### src/rtl/hpe_pkg.sv
// Shared types and constants of the histogram percentile unit.
package hpe_pkg;

  localparam int unsigned NumBinsDef    = 1000;
  localparam int unsigned QueueDepthDef = 2;

  localparam int unsigned SampleW  = 12;
  localparam int unsigned PctW     = 10;
  localparam int unsigned ResW     = 10;
  localparam int unsigned TotW     = 32;
  localparam int unsigned CntW     = 16;
  localparam int unsigned ProdW    = TotW + PctW;
  localparam int unsigned MaxBinW  = 12;
  localparam int unsigned PctScale = 1000;

  typedef enum logic [0:0] {
    OP_RECORD = 1'b0,
    OP_QUERY  = 1'b1
  } hpe_op_e;

  typedef struct packed {
    hpe_op_e              op;
    logic [MaxBinW-1:0]   bin;
    logic [TotW-1:0]      total;
    logic [ProdW-1:0]     prod;
  } hpe_entry_t;

endpackage

### src/rtl/hpe_front.sv
// Front end: accept beats, drop negative samples, clamp bins, form the query product.
module hpe_front import hpe_pkg::*; #(
  parameter int unsigned NumBins = NumBinsDef
) (
  input  logic               clk_i,
  input  logic               rst_ni,
  input  logic               in_valid_i,
  output logic               in_ready_o,
  input  hpe_op_e            req_type_i,
  input  logic [SampleW-1:0] sample_i,
  input  logic [PctW-1:0]    pct_i,
  input  logic               block_i,
  input  logic               full_i,
  output logic               push_o,
  output hpe_entry_t         entry_o
);

  localparam logic [MaxBinW-1:0] LastBin = MaxBinW'(NumBins - 1);

  logic [TotW-1:0]    total_q, total_d;
  logic               accept;
  logic               negative;
  logic [MaxBinW-1:0] mag;
  logic [MaxBinW-1:0] bin_raw;

  assign in_ready_o = !full_i && !block_i;
  assign accept     = in_valid_i && in_ready_o;
  assign negative   = sample_i[SampleW-1];

  always_comb begin
    mag     = {1'b0, sample_i[SampleW-2:0]};
    bin_raw = (mag == '0) ? '0 : mag - MaxBinW'(1);
    entry_o.op    = req_type_i;
    entry_o.bin   = (bin_raw > LastBin) ? LastBin : bin_raw;
    entry_o.total = total_q;
    entry_o.prod  = ProdW'(total_q) * ProdW'(pct_i);
  end

  // Negative samples are taken and dropped here; they never reach the queue.
  assign push_o = accept && !(req_type_i == OP_RECORD && negative);

  always_comb begin
    total_d = total_q;
    if (push_o && req_type_i == OP_RECORD) begin
      total_d = total_q + TotW'(1);
    end
  end

  always_ff @(posedge clk_i or negedge rst_ni) begin
    if (!rst_ni) begin
      total_q <= '0;
    end else begin
      total_q <= total_d;
    end
  end

endmodule

### config.mk
export PLATFORM = sky130hd
export DESIGN_NAME = hpe_front
export DESIGN_NICKNAME = d
export VERILOG_FILES = /design/src/rtl/hpe_pkg.sv /design/src/rtl/hpe_front.sv
export SDC_FILE = /design/constraint.sdc
export NUM_CORES = 1
export LEC_CHECK = 0
export BUFFER_PORTS_ARGS = -buffer_cell sky130_fd_sc_hd__buf_4
export CORE_MARGIN = 10
export CORE_UTILIZATION = 36
export DETAILED_ROUTE_END_ITERATION = 16
export PLACE_DENSITY_LB_ADDON = 0.3
export SETUP_SLACK_MARGIN = 0.4
export SLEW_MARGIN = 10
export SYNTH_ARGS = -nofsm -noshare
export SYNTH_HDL_FRONTEND = slang
export SYNTH_SLANG_ARGS = --single-unit
### constraint.sdc
create_clock -name clk_i -period 5.6 [get_ports clk_i]
set_input_delay 0 -clock clk_i [delete_from_list [all_inputs] [get_ports clk_i]]
set_output_delay 0 -clock clk_i [all_outputs]
set_load 0.02 [all_outputs]
* After elaboration in Yosys (flattened, before gate mapping)
Cells that the tools add are included.
** Cells by class
- $add $sub $neg :: 2
- Multiply operators :: 1
- Magnitude comparators :: 1
- Muxes and demuxes :: 2
- Bitwise operators :: 1
- Reductions and logical operators :: 9
** Operator list (count)
- multiplier 32 x 10 -> 42 bit :: 1
- adder 32 x 1 -> 32 bit, second input constant :: 1
- two-way mux 12 bit :: 2
- > comparator 12 x 10 -> 1 bit, second input constant :: 1
- subtractor 11 x 1 -> 12 bit, second input constant :: 1
- logical NOT 11 bit :: 1
- logical AND 1 bit :: 5
- logical NOT 1 bit :: 3
- NOT 1 bit :: 1
** Word-level totals
- Bits in registers :: 32
- Input bits :: 28
- Output and inout bits :: 89
- Word-level logic and storage cells :: 17

* Depth between registers and ports, before layout
Gate-level depths: netlist of run 1.
- Depth after elaboration :: 5
- Depth in mapped cells :: 22
- Mapped depth without buffers :: 21

* Worst setup path before layout of run 1
No wires, ideal clock.
- Kind :: reg2out
- From :: reg total_q[0]
- To :: out entry_o[38] (netlist name)
- Arrival :: 5866 ps
- Data required time :: 5600 ps
- Setup slack :: -266 ps
- Stages on the path, launching flop included :: 21
- Buffers on the path :: 1
- Cells stage by stage :: dfrtp_1 > clkbuf_1 > nand2_1 > fa_1 > fa_1 > inv_1 > fa_1 > fa_1 > inv_1 > fa_1 > inv_1 > ha_1 > a21o_1 > nor3b_1 > or3_1 > o211a_1 > o21ai_2 > o21ai_2 > a221o_1 > a21oi_2 > xnor2_1
** RTL lines
- from (decl) :: RTL line hpe_front.sv:20 : logic [TotW-1:0] total_q, total_d;
- from (signal assigned) :: RTL line hpe_front.sv:53 : total_q <= total_d;
- to (decl) :: RTL line hpe_front.sv:15 : output hpe_entry_t entry_o

==> results of run 1 <==
## power groups by stage
stage	Combinational, mW	Sequential [mW]	Clock [mW]
CTS	1.17	0.269	0.286
finish	1.19	0.269	0.282
floorplan	0.679	0.275	0
detailed placement	1.06	0.275	0
global route	1.33	0.270	0.298
global placement	1.06	0.275	0
## cell families after synthesis
| family | count (synthesis) |
|---|---|
| AOI/OAI and AO/OA | 142 |
| xor gates and xnor gates | 77 |
| adders and majority gates | 318 |
| buffers and inverters | 299 |
| DFF | 32 |
| muxes | 2 |
| other | 1 |
| and+or+nand+nor | 476 |
## placed cells by master, fill, tap and decap left out, drive strengths merged, types with 4 or more instances in the layout
cell type / instances
a21o: 27
a21oi: 55
a221o: 4
a31oi: 6
and2: 176
and3: 15
and4: 4
buf: 312
clkbuf: 9
dfrtp: 32
fa: 238
ha: 80
inv: 225
nand2: 189
nand2b: 4
nand3: 20
nand4: 10
nor2: 33
nor2b: 6
nor3: 11
o21ai: 23
o21bai: 6
xnor2: 59
xor2: 18
## cell type report
type                            instances  area, sq um  area share, %
Clock buffer                            8          146          0.923
Sequential cell                        32          836           5.27
Inverter                              225          845           5.33
Timing Repair Buffer                  314         2590           16.4
Tap cell                              442          553           3.49
Multi-Input combinational cell       1017        10900           68.6
## worst paths after layout
check                             start           to  cells past startpoint
max                          total_q[7]  entry_o[38]                     21
min                        sample_i[11]   total_q[0]                      3
max reg2reg                  total_q[4]  total_q[29]                     12
min reg2reg                 total_q[25]  total_q[25]                      1
max in group asynchronous        rst_ni   total_q[3]                      2
min in group asynchronous        rst_ni  total_q[29]                      2
## what timing repair did
item                                    in CTS  in global routing
setup buffers                               61                 25
gates resized for setup                    113                 70
hold buffers                                 1                  0
endpoints found under the setup margin      30                 31
hold endpoints to repair                    32                  0
pin swaps                                   48                 53
## worst max-delay path: stages (launching register included)
cell,delay (ns)
dfrtp_2,0.43
buf_6,0.12
buf_6,0.10
and2_4,0.15
fa_2,0.42
fa_1,0.57
fa_1,0.44
fa_1,0.54
inv_2,0.05
fa_1,0.57
inv_2,0.05
ha_4,0.23
a21oi_2,0.14
o21ai_2,0.08
or3_4,0.39
o211a_4,0.26
o21ai_4,0.18
o21ai_2,0.09
a221o_1,0.34
a21oi_2,0.20
xnor2_2,0.13
buf_4,0.16
## metal layers
| metal | up-vias | global-route usage [%] | routed length [um] |
|---|---|---|---|
| met5 | - | 0 | 0 |
| met4 | 0 | 4.65 | 881 |
| met3 | 51 | 1.69 | 751 |
| met2 | 145 | 32.6 | 18500 |
| met1 | 5022 | 19.5 | 13400 |
| li1 | 4618 | - | - |
## metrics by stage
stage          instance area [sq um]  instances  worst slack [ns]  hold WS [ns]
6_report                       15900       2038            -0.339        0.0337
4_1_cts                        15300       2013            -0.281        0.0311
3_3_place_gp                   14200       1943            -0.118       -0.0330
2_1_floorplan                  12500       1348             0.310        -0.296
3_5_place_dp                   14200       1943            -0.103       -0.0272
5_1_grt                        15900       2038            -0.504        0.0533
==> impl_metrics.py, run 1 <==
metrics = {
    "run_status": {
        "status": "finished, violations left",
        "failed_checks": "negative setup slack",
    },
    "routing": {
        "wl_um": 33500,
        "drtIter0Drc": 405,
        "via_per_inst": 4.83,
        "post_drt_wl_per_cell_um": 16.5,
        "antenna_left": 0,
        "vias": 9836,
        "drc_errors": 0,
        "drt_pass1_iterations": 5,
    },
    "critical_path": {
        "endpoint_kind": "output pin",
        "critPathKind": "flop to output pin",
        "cp-start-kind": "flop",
        "worst-path-max-fanout": 3,
        "cp.arrival_ns": 5.94,
        "required_ns": 5.60,
        "reg2reg_slack_ns": 2.76,
    },
    "synthesis": {
        "synth_top_cell_area_share_pct": 40.5,
        "synthCells": 1347,
        "synthAdderAreaFrac_pct": 49.0,
        "synth_compound_area_share_pct": 8.00,
        "yosys_warnings": 0,
        "synth_top_area_cell": "fa_1",
        "synthTopCellsByCount": "fa_1 (238), inv_1 (225), nand2_1 (188), and2_1 (175), ha_1 (80)",
        "synthTopCellsByArea": "fa_1 (40%), and2_1 (9.3%), ha_1 (8.5%), inv_1 (7.2%), dfrtp_1 (6.8%)",
        "avgSynthCellArea_sq_um": 8.74,
        "ys_seq_elements": 32,
        "yosysSeqAreaShare_pct": 6.80,
        "yosysUniqueCellTypes": 61,
        "synthXorXnorAreaFrac_pct": 5.73,
        "synth-simple-area-share_pct": 20.6,
        "muxShareOfSynthArea_pct": 0.181,
        "synth_top_family_by_area": "adder cells",
        "synth-main-ff-cell": "dfrtp_1",
        "synth_edf_count": 0,
        "ys_async_sr_fraction_pct": 100,
        "yosysMostFrequentCell": "fa_1",
        "netlist_area_sq_um": 11800,
    },
    "pwr": {
        "seq_power_share_pct": 15.5,
        "switching_share_pct": 44.5,
        "p_total_mw": 1.74,
        "clkPwrFrac_pct": 16.2,
        "powerDensity_nw_per_um2": 110,
        "internal_power_uw": 965,
        "irDropWorstVdd_mv": 0.225,
        "p_sw_uw": 775,
        "p_leak_nw": 8.47,
        "p_comb_share_pct": 68.4,
    },
    "timing": {
        "finClkSkew_ns": 0.00821,
        "fin_crit_sh_pct": 106,
        "slew_headroom_pct": 47.1,
        "setup_tns_ns": -3.67,
        "finalMaxSlewViolations": 0,
        "fmax_mhz": 168,
        "min_period_ns": 5.94,
        "setup_viol": 19,
        "hold_viol": 0,
        "post-route-worst-setup-slack_ns": -0.339,
        "rsz0062_at_grt": "yes",
        "worst_pin_slew_ns": 0.782,
    },
    "cells_and_area": {
        "largest_register_ffs": 32,
        "final_layout_size_suffix_gt1_share_pct": 32.6,
        "largestRegisters": "total_q (32)",
        "syn_to_final_growth_pct": 34.6,
        "fillers": 3085,
        "utilization_pct": 49.0,
        "nNetsFinal": 1941,
        "diodes": 0,
        "regMostFlops": "total_q",
    },
    "clock_tree": {
        "cts_buffer_depth": 2,
        "clkTransAtPathRegs_ns": 0.05,
        "cts_buffers": 5,
        "cts_tree": "yes",
        "h-tree-depth": 2,
        "cts.sink_count": 32,
        "clk_latency_ns": 0.29,
        "cts_root_buf": "clkbuf_16",
    },
    "die": {
        "die_h_um": 201,
        "die-area_sq_um": 40400,
        "core.rowCount": 66,
        "io-pin-count": 117,
        "die_w_um": 201,
        "core_region_area_sq_um": 32400,
        "start_util_pct": 36.4,
    },
    "place": {
        "gp_congestion": 0.861,
        "port_buffers": 114,
        "dp_hpwl_um": 26700,
    },
    "grt": {
        "grt_antenna_before_repair": 0,
        "grt.overflow.total": 0,
        "grt_usage_pct": 17.0,
        "grt_max_degree": 33,
        "grt_pass1_vias": 11000,
        "grt_pass1_wl_um": 56600,
    },
    "hold_path": {
        "hold_path_class": "input pin to flop",
    },
    "run": {
        "maxCapViolCount": 0,
    },
}
(Power assumes the default switching activity.)
==> run 2: changes to the inputs <==
--- a/config.mk
+++ b/config.mk
@@ -6,8 +6,11 @@
 export NUM_CORES = 1
 export LEC_CHECK = 0
 export BUFFER_PORTS_ARGS = -buffer_cell sky130_fd_sc_hd__buf_4
+export CAP_MARGIN = 10
+export CELL_PAD_IN_SITES_DETAIL_PLACEMENT = 0
+export CELL_PAD_IN_SITES_GLOBAL_PLACEMENT = 2
 export CORE_MARGIN = 10
-export CORE_UTILIZATION = 36
+export CORE_UTILIZATION = 35
 export DETAILED_ROUTE_END_ITERATION = 16
 export PLACE_DENSITY_LB_ADDON = 0.3
 export SETUP_SLACK_MARGIN = 0.4
==> run 2 against run 1 <==
  * The flow still finishes with violations (negative setup slack)
  * Power grew 5.5%
  * Register-to-register slack gained 0.19 ns
  * Global-route usage grew 0.49 points
  * Sequential power shrank 3%
  * Core utilization shrank 0.45 points
  * Clock-buffer cell count shrank 2
  * Critical path depth grew 4
  * Critical path type unchanged
==> impl_metrics.py, run 2 (same netlist as run 1, synthesis figures left out) <==
metrics = {
    "cells_and_area": {
        "fin_area_sq_um": 16200,
        "utilization_pct": 48.5,
        "largest_register_ffs": 32,
        "regMostFlops": "total_q",
        "fillers": 3289,
        "layout_common_cells": "buf_4 (285), fa_1 (228), inv_1 (209), nand2_1 (174), and2_1 (159)",
        "final_common_cell": "buf_4",
        "final_layout_size_suffix_gt1_share_pct": 33.8,
        "syn_to_final_growth_pct": 37.5,
        "nNetsFinal": 1976,
        "largestRegisters": "total_q (32)",
        "diodes": 0,
        "stdcell_count": 2079,
    },
    "routing": {
        "via_per_inst": 4.79,
        "wl_um": 35100,
        "antenna_left": 0,
        "post_drt_wl_per_cell_um": 16.9,
        "drtIter0Drc": 393,
        "drc_errors": 0,
        "drt_pass1_iterations": 5,
        "vias": 9963,
    },
    "clock_tree": {
        "cts_tree": "yes",
        "cts_buffer_depth": 2,
        "clk_latency_ns": 0.28,
        "cts_buffers": 5,
        "cts_root_buf": "clkbuf_16",
        "h-tree-depth": 2,
        "clkTransAtPathRegs_ns": 0.06,
        "cts.sink_count": 32,
    },
    "die": {
        "die_h_um": 203,
        "die_w_um": 203,
        "core.rowCount": 67,
        "core_region_area_sq_um": 33400,
        "die-area_sq_um": 41400,
        "start_util_pct": 35.3,
        "io-pin-count": 117,
    },
    "timing": {
        "worst_pin_slew_ns": 0.783,
        "fmax_mhz": 166,
        "min_period_ns": 6.01,
        "finalMaxSlewViolations": 0,
        "setup_viol": 18,
        "post-route-worst-setup-slack_ns": -0.412,
        "slew_headroom_pct": 47.0,
        "hold_viol": 0,
        "finClkSkew_ns": 0.00476,
        "fin_crit_sh_pct": 107,
        "rsz0062_at_grt": "yes",
    },
    "critical_path": {
        "reg2reg_to": "total_q[30]",
        "worst-path-max-fanout": 2,
        "endpoint_kind": "output pin",
        "reg2reg_from": "total_q[6]",
        "r2r_cells": 11,
        "cp.arrival_ns": 6.01,
        "critPathKind": "flop to output pin",
        "required_ns": 5.60,
        "reg2reg_slack_ns": 2.95,
        "cp-start-kind": "flop",
    },
    "run_status": {
        "status": "finished, violations left",
        "failed_checks": "negative setup slack",
    },
    "place": {
        "gp_congestion": 0.821,
        "dpl-instance-area_sq_um": 14800,
        "port_buffers": 114,
        "dp_hpwl_um": 29100,
        "placed_cells": 2007,
    },
    "run": {
        "maxCapViolCount": 0,
    },
    "grt": {
        "grt_antenna_before_repair": 0,
        "grt.overflow.total": 0,
        "grt_max_degree": 33,
        "grt_usage_pct": 17.5,
        "grt_pass1_vias": 11400,
        "grt_pass1_wl_um": 59000,
    },
    "pwr": {
        "irDropWorstVdd_mv": 0.208,
        "p_leak_nw": 8.67,
        "powerDensity_nw_per_um2": 113,
    },
    "hold_path": {
        "min-delay-start": "sample_i[11]",
        "hold_path_class": "input pin to flop",
        "hold_depth": 3,
        "hold_end": "total_q[0]",
    },
}
## run 2: changes by cell type in the layout (fill, tap and decap cells not counted), moves of 3 or more
cell	change
buf_4	+28
buf_12	+7
ha_2	+3
inv_2	-5
and2_1	+3
and2_4	-3
inv_1	+5
## run 2: layout make-up
type	instances	area, sq um	area share, %
repair buffers	349	2960	18.3
well taps	448	561	3.46
flip-flops and latches	32	836	5.16
inverters	225	845	5.22
clock inverters	2	10.0	0.0618
clock buffers	6	139	0.858
multi-input cells	1017	10800	67.0
## run 2: per-layer routing
layer / global-route usage, % / part of all wire, %
met3: 1.44 / 2.5
met1: 20.1 / 39
met5: 0 / 0
met4: 3.12 / 1.8
met2: 34.5 / 57
## run 2: worst max-delay path by stage
stage,startpoint,endpoint,slack [ns],depth (start not counted)
floorplan,total_q[15],entry_o[38],0.31,19
global placement,total_q[7],entry_o[29],-0.23,20
detailed placement,total_q[8],entry_o[29],-0.23,20
CTS,total_q[2],entry_o[38],-0.43,21
global route,total_q[16],entry_o[38],-0.60,20
finish,total_q[7],entry_o[38],-0.41,25
## run 2: what timing repair did
item / CTS / global route
endpoints found under the setup margin: 31 / 31
pin swaps: 49 / 59
resized for setup: 101 / 73
hold buffers: 1 / 0
buffers inserted: 38 / 25
endpoints found under the hold margin: 32 / 0
## run 2: where the power goes
group          switching, mW  internal, mW
logic                  0.686         0.603
registers             0.0178         0.243
clock network          0.110         0.175
total                  0.814          1.02
## run 2: metrics by stage
step | hold WS (ns) | setup WS [ns] | power, mW | TNS [ns]
after floorplan | -0.296 | 0.310 | 0.954 | 0
after global placement | -0.0332 | -0.233 | 1.39 | -2.05
after detailed placement | -0.0203 | -0.233 | 1.39 | -2.07
after CTS | 0.0227 | -0.430 | 1.78 | -4.42
after global routing | 0.0350 | -0.603 | 2.00 | -8.48
final | 0.0297 | -0.412 | 1.84 | -3.86
## run 2: critical path, cell delays in order, from the launching register on
cell,delay (ns)
dfrtp_2,0.41
buf_12,0.11
buf_6,0.09
nand2_4,0.04
fa_1,0.54
inv_1,0.05
fa_1,0.47
inv_1,0.05
fa_1,0.50
inv_2,0.05
fa_1,0.48
inv_1,0.05
fa_1,0.52
inv_2,0.05
ha_4,0.16
a21o_1,0.19
nor3b_2,0.17
or3_4,0.33
o211a_4,0.28
o21ai_4,0.17
buf_6,0.12
o21ai_2,0.05
a221o_1,0.38
a21oi_2,0.17
xnor2_2,0.13
buf_4,0.16
==> run 3: changes to the inputs <==
--- a/config.mk
+++ b/config.mk
@@ -10,7 +10,7 @@
 export CELL_PAD_IN_SITES_DETAIL_PLACEMENT = 0
 export CELL_PAD_IN_SITES_GLOBAL_PLACEMENT = 2
 export CORE_MARGIN = 10
-export CORE_UTILIZATION = 35
+export CORE_UTILIZATION = 36
 export DETAILED_ROUTE_END_ITERATION = 16
 export PLACE_DENSITY_LB_ADDON = 0.3
 export SETUP_SLACK_MARGIN = 0.4
==> constraint.sdc (replaced) <==
create_clock -name clk_i -period 6.75 [get_ports clk_i]
set_input_delay 0 -clock clk_i [delete_from_list [all_inputs] [get_ports clk_i]]
set_output_delay 0 -clock clk_i [all_outputs]
set_load 0.02 [all_outputs]
==> run 3 against run 2 <==
  * The run now ends clean
  * Via count is 8.3% lower
  * Cell area fell by 16%
  * Critical path depth shrank 5
  * Die area fell by 2.5%
  * Combinational power is 35% lower
  * Register-to-register slack better by 1.1 ns
  * Cell count fell by 9.5%
  * Sequential power shrank 17%
  * Clock-buffer cell count did not move
  * Worst setup slack improved by 0.95 ns
  * Clock skew fell by 0.00077 ns
  * Sequential share of layout area grew 0.93 points
  * Critical path type unchanged
==> impl_metrics.py, run 3 (same netlist as run 1, synthesis figures left out) <==
metrics = {
    "cells_and_area": {
        "regArea_sq_um": 828,
        "final_common_cell": "fa_1",
        "diodes": 0,
        "syn_to_final_growth_pct": 15.5,
        "largestRegisters": "total_q (32)",
        "largest_register_ffs": 32,
        "regMostFlops": "total_q",
        "utilization_pct": 42.0,
        "multi_input_area_sq_um": 10000,
        "final_layout_size_suffix_gt1_share_pct": 16.0,
        "layout_common_cells": "fa_1 (236), inv_1 (225), nand2_1 (187), and2_1 (175), buf_4 (153)",
        "fillers": 3364,
        "stdcell_count": 1881,
        "nNetsFinal": 1784,
        "fin_area_sq_um": 13600,
    },
    "clock_tree": {
        "cts_tree": "yes",
        "cts_buffers": 5,
        "cts_buffer_depth": 2,
        "cts.sink_count": 32,
        "cts_root_buf": "clkbuf_16",
        "clk_latency_ns": 0.28,
        "h-tree-depth": 2,
        "clkTransAtPathRegs_ns": 0.05,
    },
    "timing": {
        "setup_tns_ns": 0,
        "min_period_ns": 6.21,
        "fin_crit_sh_pct": 92.1,
        "hold_viol": 0,
        "worst_pin_slew_ns": 0.876,
        "finalMaxSlewViolations": 0,
        "slew_headroom_pct": 40.8,
        "post-route-worst-setup-slack_ns": 0.536,
        "hold_slack_ns": 0.0359,
        "rsz0062_at_grt": "yes",
        "setup_viol": 0,
        "finClkSkew_ns": 0.00399,
        "fmax_mhz": 161,
    },
    "routing": {
        "drt_pass1_iterations": 5,
        "post_drt_wl_per_cell_um": 18.0,
        "antenna_left": 0,
        "vias": 9139,
        "drc_errors": 0,
        "via_per_inst": 4.86,
        "drtIter0Drc": 372,
        "wl_um": 33800,
    },
    "place": {
        "gp_congestion": 0.816,
        "placed_cells": 1855,
        "pre_cts_slack_ns": 0.297,
        "dp_hpwl_um": 27400,
        "dpl-instance-area_sq_um": 13100,
        "port_buffers": 114,
    },
    "critical_path": {
        "cp_slowest_stage_delay_ns": 0.56,
        "critPathBufInv": 4,
        "required_ns": 6.75,
        "endpoint_kind": "output pin",
        "crit_chain": "buf_4 > and2_1 > fa_1 > fa_1 > fa_1 > fa_1 > inv_1 > fa_1 > inv_1 > ha_2 > a21oi_1 > o21ai_1 > or3_1 > o211a_1 > o21ai_4 > o21ai_2 > a221o_1 > a21oi_2 > xnor2_1 > buf_4",
        "cp-start-kind": "flop",
        "cp.arrival_ns": 6.21,
        "cp_top_family": "adder cells",
        "worst_path_max_delay_cell": "fa_1",
        "crit_top_cell": "fa_1",
        "worst-path-max-fanout": 6,
        "critPathKind": "flop to output pin",
    },
    "die": {
        "die_w_um": 201,
        "core_region_area_sq_um": 32400,
        "io-pin-count": 117,
        "die_h_um": 201,
        "die-area_sq_um": 40400,
        "start_util_pct": 36.4,
        "core.rowCount": 66,
    },
    "pwr": {
        "p_leak_nw": 7.32,
        "p_total_mw": 1.32,
        "irDropWorstVdd_mv": 0.180,
        "powerDensity_nw_per_um2": 96.8,
    },
    "grt": {
        "grt_usage_pct": 17.4,
        "grt_max_degree": 33,
        "grt_pass1_vias": 10600,
        "grt_pass1_wl_um": 57300,
        "grt.overflow.total": 0,
        "grt_antenna_before_repair": 0,
    },
    "run_status": {
        "status": "finished clean",
    },
    "hold_path": {
        "hold_path_class": "input pin to flop",
    },
    "run": {
        "maxCapViolCount": 0,
    },
}
-- run 3: cell types whose count changed in the layout (fill, tap and decap cells not counted), sizes merged --
cell    delta
bufinv     +1
clkinv     -1
buf      -192
-- run 3: area by class of cell --
cell class                      count  share of cell area, %
Clock buffer                        6                  0.947
Clock inverter                      2                  0.258
Inverter                          225                   6.21
Multi-Input combinational cell   1017                   73.6
Sequential cell                    32                   6.09
Tap cell                          442                   4.07
Timing Repair Buffer              157                   8.80
-- run 3: worst paths after layout --
kind	startpoint	end	slack (ns)	cells after the start
worst min-delay path	sample_i[11]	total_q[2]	0.04	4
worst min register to register	total_q[23]	total_q[23]	0.54	1
worst max register to register	total_q[4]	total_q[30]	4.02	11
worst max-delay path	total_q[3]	entry_o[38]	0.54	20
min in group asynchronous	rst_ni	total_q[29]	0.20	2
max in group asynchronous	rst_ni	total_q[4]	6.18	2
-- run 3: worst min-delay path, delay by kind of cell --
family	cells	cell delay, ns
simple gates	2	0.12
xor+xnor	1	0.06
buf+inv	1	0.10
-- run 3: timing repair --
item	in CTS	in global routing
setup buffers	11	6
hold endpoints to repair	32	0
pin swaps	1	13
gates resized for setup	18	44
endpoints found under the setup margin	15	13
hold buffers	1	0
-- run 3: routing by layer --
metal  part of all wire, %  GRT usage (%)  vias to the layer above
li1                      -              -                     4299
met1                    40           19.8                     4713
met2                    57           34.6                       99
met3                   2.0           1.37                       28
met4                   1.5           2.81                        0
met5                     0              0                        -
-- run 3: power breakdown --
group          internal, mW  leakage (nW)  switching, mW
sequential            0.201         0.410         0.0148
clock                 0.173        0.0808         0.0850
combinational         0.346          6.83          0.496
total                 0.721          7.32          0.596
